$ cat config.mk
export PLATFORM = sky130hd
export DESIGN_NAME = length_prefixed_field_deframer_unit
export DESIGN_NICKNAME = d
export VERILOG_FILES = /design/src/design/dfr_pkg.sv /design/src/design/dfr_in_stage.sv /design/src/design/dfr_parse.sv /design/src/design/dfr_out_reg.sv /design/src/design/length_prefixed_field_deframer_unit.sv
export SDC_FILE = /design/constraint.sdc
export NUM_CORES = 1
export LEC_CHECK = 0
export ABC_AREA = 1
export BUFFER_PORTS_ARGS = -buffer_cell sky130_fd_sc_hd__clkbuf_2
export CAP_MARGIN = 20
export CORE_ASPECT_RATIO = 2
export CORE_MARGIN = 3
export CORE_UTILIZATION = 50
export DETAILED_ROUTE_END_ITERATION = 8
export GPL_ROUTABILITY_DRIVEN = 0
export PLACE_DENSITY = 0.74
export SYNTH_ARGS = -nofsm -noshare
export SYNTH_HDL_FRONTEND = slang
export SYNTH_SLANG_ARGS = --single-unit
$ cat constraint.sdc
create_clock -name clk -period 9.7 [get_ports clk]
set_input_delay 0.97 -clock clk [delete_from_list [all_inputs] [get_ports clk]]
set_output_delay 0.97 -clock clk [all_outputs]
set_load 0.01 [all_outputs]
$ cat src/design/dfr_pkg.sv
`default_nettype none
// ----------------------------------------------------------------------------
// dfr_pkg: shared types and constants of the length-prefixed field deframer
// Status codes, the result record and the defaults used by the deframer.
// ----------------------------------------------------------------------------
package dfr_pkg;

	localparam int DFR_MAX_PREFIX_DEF = 5;
	localparam logic [31:0] DFR_MAX_FIELD_RESET = 32'hFFFF_FFFF;

	// Bit 7 of a prefix byte marks that another prefix byte follows.
	localparam int DFR_CONT_BIT = 7;
	localparam int DFR_DIGIT_BITS = 7;

	typedef enum logic [1:0] {
		ST_DATA       = 2'd0,
		ST_EMPTY      = 2'd1,
		ST_BAD_PREFIX = 2'd2,
		ST_TOO_LARGE  = 2'd3
	} dfr_status_t;

	typedef struct packed {
		dfr_status_t status;
		logic [7:0]  data_byte;
		logic        last;
		logic [31:0] field_length;
	} dfr_result_t;

endpackage : dfr_pkg
`default_nettype wire

$ cat src/design/dfr_in_stage.sv
`default_nettype none
// ----------------------------------------------------------------------------
// dfr_in_stage: input register of the deframer
// Holds one incoming byte until the parser consumes it.
// ----------------------------------------------------------------------------
module dfr_in_stage (
	input  wire logic       clk,
	input  wire logic       arst_n,
	input  wire logic       in_valid,
	input  wire logic [7:0] in_byte,
	input  wire logic       advance,
	output logic            in_stall,
	output logic            valid_s1,
	output logic [7:0]      data_s1
);

	logic load_en;

	// The register can take a new request when it is empty or drains this cycle.
	assign load_en  = !valid_s1 || advance;
	assign in_stall = !load_en;

	always_ff @(posedge clk or negedge arst_n) begin
		if (!arst_n) begin
			valid_s1 <= 1'b0;
		end else if (load_en) begin
			valid_s1 <= in_valid;
		end
	end

	always_ff @(posedge clk) begin
		if (load_en && in_valid) begin
			data_s1 <= in_byte;
		end
	end

endmodule : dfr_in_stage
`default_nettype wire

$ cat src/design/dfr_parse.sv
`default_nettype none
// ----------------------------------------------------------------------------
// dfr_parse: prefix decoder and payload counter
// Folds base-128 prefix digits into a length, checks the size limit and
// counts payload bytes. Produces at most one result per consumed byte.
// ----------------------------------------------------------------------------
module dfr_parse
	import dfr_pkg::*;
#(
	parameter int MAX_PREFIX_BYTES = DFR_MAX_PREFIX_DEF
) (
	input  wire logic        clk,
	input  wire logic        arst_n,
	input  wire logic        cfg_valid,
	input  wire logic [31:0] cfg_data,
	input  wire logic [7:0]  data_s1,
	input  wire logic        advance,
	output logic             produce,
	output dfr_result_t      result
);

	localparam int CntW = $clog2(MAX_PREFIX_BYTES + 1);

	logic [31:0]     max_field_q;
	logic            in_payload_q;
	logic [31:0]     length_accum_q;
	logic [CntW-1:0] prefix_cnt_q;
	logic [31:0]     bytes_left_q;

	logic            in_payload_d;
	logic [31:0]     length_accum_d;
	logic [CntW-1:0] prefix_cnt_d;
	logic [31:0]     bytes_left_d;

	logic [31:0]     acc_next;
	logic [CntW-1:0] cnt_next;
	logic [31:0]     left_next;
	logic [32:0]     total;

	assign acc_next  = {length_accum_q[31-DFR_DIGIT_BITS:0], data_s1[DFR_DIGIT_BITS-1:0]};
	assign cnt_next  = prefix_cnt_q + CntW'(1);
	assign left_next = bytes_left_q - 32'd1;
	// Field size is taken at 33 bits so that the sum never wraps.
	assign total     = {1'b0, acc_next} + 33'(cnt_next);

	always_comb begin
		in_payload_d   = in_payload_q;
		length_accum_d = length_accum_q;
		prefix_cnt_d   = prefix_cnt_q;
		bytes_left_d   = bytes_left_q;
		produce        = 1'b0;
		result.status       = ST_DATA;
		result.data_byte    = 8'd0;
		result.last         = 1'b0;
		result.field_length = 32'd0;

		if (in_payload_q) begin
			produce             = 1'b1;
			result.data_byte    = data_s1;
			result.field_length = length_accum_q;
			bytes_left_d        = left_next;
			if (left_next == 32'd0) begin
				result.last    = 1'b1;
				in_payload_d   = 1'b0;
				length_accum_d = 32'd0;
				prefix_cnt_d   = '0;
			end
		end else if (data_s1[DFR_CONT_BIT]) begin
			if (cnt_next >= CntW'(MAX_PREFIX_BYTES)) begin
				produce        = 1'b1;
				result.status  = ST_BAD_PREFIX;
				result.last    = 1'b1;
				length_accum_d = 32'd0;
				prefix_cnt_d   = '0;
			end else begin
				length_accum_d = acc_next;
				prefix_cnt_d   = cnt_next;
			end
		end else if (total > {1'b0, max_field_q}) begin
			produce             = 1'b1;
			result.status       = ST_TOO_LARGE;
			result.last         = 1'b1;
			result.field_length = acc_next;
			length_accum_d      = 32'd0;
			prefix_cnt_d        = '0;
		end else if (acc_next == 32'd0) begin
			produce        = 1'b1;
			result.status  = ST_EMPTY;
			result.last    = 1'b1;
			length_accum_d = 32'd0;
			prefix_cnt_d   = '0;
		end else begin
			in_payload_d   = 1'b1;
			length_accum_d = acc_next;
			prefix_cnt_d   = '0;
			bytes_left_d   = acc_next;
		end
	end

	always_ff @(posedge clk or negedge arst_n) begin
		if (!arst_n) begin
			max_field_q <= DFR_MAX_FIELD_RESET;
		end else if (cfg_valid) begin
			max_field_q <= cfg_data;
		end
	end

	always_ff @(posedge clk or negedge arst_n) begin
		if (!arst_n) begin
			in_payload_q   <= 1'b0;
			length_accum_q <= 32'd0;
			prefix_cnt_q   <= '0;
			bytes_left_q   <= 32'd0;
		end else if (advance) begin
			in_payload_q   <= in_payload_d;
			length_accum_q <= length_accum_d;
			prefix_cnt_q   <= prefix_cnt_d;
			bytes_left_q   <= bytes_left_d;
		end
	end

	a_payload_has_bytes: assert property (@(posedge clk) disable iff (!arst_n)
		in_payload_q |-> bytes_left_q != 32'd0)
		else $error("payload state with no bytes left");

	a_prefix_idle_count: assert property (@(posedge clk) disable iff (!arst_n)
		!in_payload_q |-> bytes_left_q == 32'd0)
		else $error("byte count left over outside a payload");

	a_prefix_cnt_bound: assert property (@(posedge clk) disable iff (!arst_n)
		prefix_cnt_q < CntW'(MAX_PREFIX_BYTES))
		else $error("prefix count reached its limit without an error");

	a_payload_cnt_clear: assert property (@(posedge clk) disable iff (!arst_n)
		in_payload_q |-> prefix_cnt_q == '0)
		else $error("prefix count not cleared during payload");

endmodule : dfr_parse
`default_nettype wire

$ cat src/design/dfr_out_reg.sv
`default_nettype none
// ----------------------------------------------------------------------------
// dfr_out_reg: result register of the deframer
// Holds one result until the downstream side takes it.
// ----------------------------------------------------------------------------
module dfr_out_reg
	import dfr_pkg::*;
(
	input  wire logic  clk,
	input  wire logic  arst_n,
	input  wire logic  load,
	input  wire dfr_result_t result,
	input  wire logic  out_stall,
	output logic       out_free,
	output logic       out_valid,
	output dfr_result_t result_q
);

	// The register is free when empty or when its request is taken this cycle.
	assign out_free = !out_valid || !out_stall;

	always_ff @(posedge clk or negedge arst_n) begin
		if (!arst_n) begin
			out_valid <= 1'b0;
		end else if (out_free) begin
			out_valid <= load;
		end
	end

	always_ff @(posedge clk) begin
		if (load) begin
			result_q <= result;
		end
	end

endmodule : dfr_out_reg
`default_nettype wire

$ cat src/design/length_prefixed_field_deframer_unit.sv
`default_nettype none
// ----------------------------------------------------------------------------
// length_prefixed_field_deframer_unit: base-128 length-prefixed deframer
// Splits a byte stream into fields, passes payload bytes on and reports
// empty fields, bad prefixes and oversized fields.
//
//  Channel | Direction | Handshake           | Payload
//  --------+-----------+---------------------+-------------------------------
//  in      | input     | in_valid / in_stall | in_byte
//  out     | output    | out_valid/out_stall | status, data_byte, last,
//          |           |                     | field_length
//  cfg     | input     | cfg_valid/cfg_ready | max_field_bytes
//
// One byte is accepted per clock while no waiting result holds it back. The
// rate is set by the combinational parse step between the input register
// and the result register. A waiting result holds back only a byte that
// makes a result of its own; prefix bytes that make none are still parsed.
// Reset clears the parser state and sets the size limit to its largest
// value. cfg_ready is always high.
// ----------------------------------------------------------------------------
module length_prefixed_field_deframer_unit
	import dfr_pkg::*;
#(
	parameter int MAX_PREFIX_BYTES = DFR_MAX_PREFIX_DEF
) (
	input  wire logic        clk,
	input  wire logic        arst_n,
	input  wire logic        in_valid,
	output logic             in_stall,
	input  wire logic [7:0]  in_byte,
	output logic             out_valid,
	input  wire logic        out_stall,
	output logic [1:0]       status,
	output logic [7:0]       data_byte,
	output logic             last,
	output logic [31:0]      field_length,
	input  wire logic        cfg_valid,
	output logic             cfg_ready,
	input  wire logic [31:0] max_field_bytes
);

	logic        valid_s1;
	logic [7:0]  data_s1;
	logic        advance;
	logic        produce;
	logic        out_free;
	dfr_result_t result;
	dfr_result_t result_q;

	// A byte moves on unless it makes a result and the result register is full.
	assign advance   = valid_s1 && (out_free || !produce);
	assign cfg_ready = 1'b1;

	dfr_in_stage u_in_stage (
		.clk      (clk),
		.arst_n   (arst_n),
		.in_valid (in_valid),
		.in_byte  (in_byte),
		.advance  (advance),
		.in_stall (in_stall),
		.valid_s1 (valid_s1),
		.data_s1  (data_s1)
	);

	dfr_parse #(
		.MAX_PREFIX_BYTES (MAX_PREFIX_BYTES)
	) u_parse (
		.clk       (clk),
		.arst_n    (arst_n),
		.cfg_valid (cfg_valid),
		.cfg_data  (max_field_bytes),
		.data_s1   (data_s1),
		.advance   (advance),
		.produce   (produce),
		.result    (result)
	);

	dfr_out_reg u_out_reg (
		.clk       (clk),
		.arst_n    (arst_n),
		.load      (advance && produce),
		.result    (result),
		.out_stall (out_stall),
		.out_free  (out_free),
		.out_valid (out_valid),
		.result_q  (result_q)
	);

	assign status       = result_q.status;
	assign data_byte    = result_q.data_byte;
	assign last         = result_q.last;
	assign field_length = result_q.field_length;

endmodule : length_prefixed_field_deframer_unit
`default_nettype wire

==> impl_results.md <==
* R2R depth at 34
* Initial drt markers at 654
* Core area at 18500 um2
* Worst-margin pin slew at 0.808 ns
* Synthesis-to-finish area growth at 11.2%
* Reg2reg setup slack at approximately 3.3 ns
* Post-synth EDFFs at 51
* Count of final setup violators at 0
* I/O pins at 91
* Initial antenna violation count at 0
* GRT Overall Usage at 0.248
* Largest net degree at the start of global routing at 74
* CP endpoint kind: output port
* CP max FO at 4
* Row Count at 70
* Post-Syn Area at 9530 um2
* Compound-Gate Fraction of Synth Area at 0.0554
* TritonCTS clock tree: done
* XOR/XNOR share of the synthesized area at 0.0386
* Critical-path cell with the highest stage delay: dfrtp_1
* Remaining Overflow, GRT at 0
* Largest family of logic cells by synthesized area: simple AND/OR/NAND/NOR gates
* Number of routed nets with antenna violations at 0
* Worst r2r dst: u_parse.bytes_left_q[25]
* Hold depth at 2
* Max Clk Rate at approximately 150 MHz
* Worst skew pair latency at 0.43 ns
* Hold Buf Count CTS at 0
* Net count after synthesis at 1348
* Drc violations at 0
* Clk_skew at 0.0132 ns
* Fill count at 1742
* First-pass GRT wire length at 42000 um
* Status: completed
* Post-Synth Simple-Gate Area at 0.330
* CTS buffer count at 17
* DRT Pass-1 Iters at 5
* Number of global-route vias before repair at 8663
* Synthesized-area fraction occupied by adder cells at 0.0533
* Distinct cells, synth at 42
* Antenna cells at 0
* Hold Path Sink: u_parse.length_accum_q[26]
* Arrival @ worst endpoint at approximately 5.5 ns
* Post-route setup TNS at 0 ns
* TritonCTS sink count at 153
* Die area at 20900 um2
* CP dominant cell by count: nand2_1
* Max_slew headroom at 0.460
* Worst r2r src: u_parse.prefix_cnt_q[0]
* Sequential share of the synthesized area at 0.433
* Final hold vios at 0
* WP data required at 8.73 ns
* Layout cells sized above 1 at 0.141
* Worst Setup Start Kind: flop
* Vias per inst at 5.41
* WL/cell at about 16 um
* Yosys reg bits at around 150
* Worst Hold Class: flop to flop
* LEAKAGE at approximately 5.4 nW
* Worst-path clk slew at approximately 0.070 ns
* CP Class: flop to output port
* Final period utilization at 0.668
* Ys async rst share at 0.667
* Post-layout min period at 6.48 ns
* Die height at 201 um
* Port buffer count at 89
* Root Buffer: clkbuf_16
* Maximum vdd drop at 149 uV
* RSZ-0062 raised after global routing: no
* Mapped Avg Cell Area at 7.55 um2
* Post-CTS Setup Inserts at 0
* Post-synthesis mux area share at 0.00118
* Power Total at 3.12 mW
* Gate Count Post-Synth at 1263
* Total Wirelength at between 20000 and 30000 um
* Initial Util at 0.516
* Chip width at 104 um
* Vias at around 8.6k
* HP Start: u_parse.length_accum_q[26]
* Predominant post-synthesis flop cell: dfrtp_1
* Slowest Stage Delay on Critical Path at ~0.41 ns
* Clock Path Buffers at 2
* Final #Nets at 1403
* Final Max Tran Viols at 0
* H-tree depth at 4
* PD cells at 294 nW/um2
* Synth warn at 0
* Max-cap violations at 0
* Post-CTS sizing at 0
* Hpwl dp at roughly 18000 um
==> per-stage QoR <==
step	hold WS, ns	util	setup WS [ns]	cells	cell area, um2
after global routing	0.492	0.574	2.77	1583	10600
after global placement	0.455	0.542	3.65	1549	10000
after detailed placement	0.459	0.542	3.44	1549	10000
after floorplan	0.442	-	4.53	1263	9530
final	0.473	0.574	3.22	1583	10600
after CTS	0.476	0.571	3.28	1581	10600
==> registers in the layout, indices dropped and copies added (netlist names) <==
signal                  flops
u_parse.max_field_q        32
u_in_stage.data_s1          8
u_parse.in_payload_q        1
u_parse.length_accum_q     32
u_parse.prefix_cnt_q        3
u_in_stage.valid_s1         1
u_parse.bytes_left_q       32
u_out_reg.result_q         43
u_out_reg.out_valid         1
==> logic make-up (layout without fill, tap and decap cells) <==
family / count (synthesis) / count (layout)
DFF: 153 / 153
adders and majority gates: 40 / 40
and+or+nand+nor: 730 / 730
buffers and inverters: 199 / 267
other: 1 / 1
muxes: 1 / 1
xor gates and xnor gates: 42 / 42
AOI/OAI and AO/OA: 97 / 97
==> routing by layer <==
layer,vias to the layer above,share of wire,track usage,routed length (um)
li1,4192,-,-,-
met1,4028,0.37,0.267,9470
met2,257,0.54,0.459,13800
met3,84,0.041,0.0372,1040
met4,0,0.048,0.138,1230
met5,-,0,0,0
==> placed cells by master, fill, tap and decap left out, drive strengths merged <==
| master | netlist | final |
|---|---|---|
| mux2 | 1 | 1 |
| a21boi | 1 | 1 |
| buf | 38 | 11 |
| clkbuf | 25 | 110 |
| clkinvlp | 0 | 1 |
| a21oi | 13 | 13 |
| nor2b | 1 | 1 |
| o21bai | 1 | 1 |
| edfxtp | 51 | 51 |
| o22ai | 20 | 20 |
| nand3b | 6 | 6 |
| a21o | 2 | 2 |
| nor2 | 141 | 141 |
| nor4 | 12 | 12 |
| conb | 1 | 1 |
| nand2 | 438 | 438 |
| nor3 | 11 | 11 |
| or2 | 1 | 1 |
| nand4 | 79 | 79 |
| nand3 | 37 | 37 |
| xnor2 | 12 | 12 |
| inv | 135 | 141 |
| and2 | 3 | 3 |
| fa | 1 | 1 |
| xor2 | 30 | 30 |
| dfstp | 32 | 32 |
| o21ai | 60 | 60 |
| and3 | 1 | 1 |
| ha | 39 | 39 |
| dfrtp | 70 | 70 |
| clkinv | 1 | 4 |
==> synthesized netlist by cell type (13+ instances only) <==
cell type | instances | share of area
xor2_1 | 30 | 0.028
a21oi_1 | 13 | 0.0068
dfstp_2 | 32 | 0.088
inv_1 | 130 | 0.051
buf_2 | 23 | 0.012
nand2_1 | 432 | 0.17
dfrtp_1 | 70 | 0.18
ha_1 | 39 | 0.051
o22ai_1 | 20 | 0.013
o21ai_0 | 54 | 0.028
nand3_1 | 33 | 0.017
edfxtp_1 | 51 | 0.16
nand4_1 | 79 | 0.052
clkbuf_1 | 25 | 0.0098
nor2_1 | 135 | 0.053
==> critical path: cells and delay by family, from the launching register on <==
kind | cells | cell delay [ns]
adders and majority gates | 3 | 0.85
DFF | 1 | 0.41
xor gates and xnor gates | 1 | 0.24
buffers and inverters | 4 | 0.43
AOI/OAI and AO/OA | 1 | 0.19
and+or+nand+nor | 24 | 2.95
==> worst max-delay path by stage <==
stage,from,to,slack [ns],cells past startpoint
2_1_floorplan,u_parse.prefix_cnt_q[0],u_out_reg.result_q[0],4.53,32
3_3_place_gp,u_parse.prefix_cnt_q[0],u_parse.bytes_left_q[24],3.65,29
3_5_place_dp,u_parse.prefix_cnt_q[0],u_parse.bytes_left_q[14],3.44,34
4_1_cts,u_parse.prefix_cnt_q[0],in_stall,3.28,33
5_1_grt,u_parse.prefix_cnt_q[0],u_parse.bytes_left_q[1],2.77,34
6_report,u_parse.prefix_cnt_q[0],in_stall,3.22,33
==> layout make-up <==
type                       instances  area [um2]  area share
timing repair buffer              99         556      0.0524
multi-input combinational        911        4560       0.430
clock inverter                    10        66.3     0.00625
clock buffer                      22         465      0.0439
inverter                         136         510      0.0481
sequential                       153        4130       0.389
tap                              252         315      0.0297
==> where the power goes <==
part / internal, mW / total [mW] / switching (mW) / leakage [nW]
Combinational: 0.464 / 1.45 / 0.987 / 3.33
Clock: 0.343 / 0.611 / 0.268 / 0.265
Sequential: 0.880 / 1.05 / 0.173 / 1.76
Note: power is estimated with default switching activity, not from simulation.
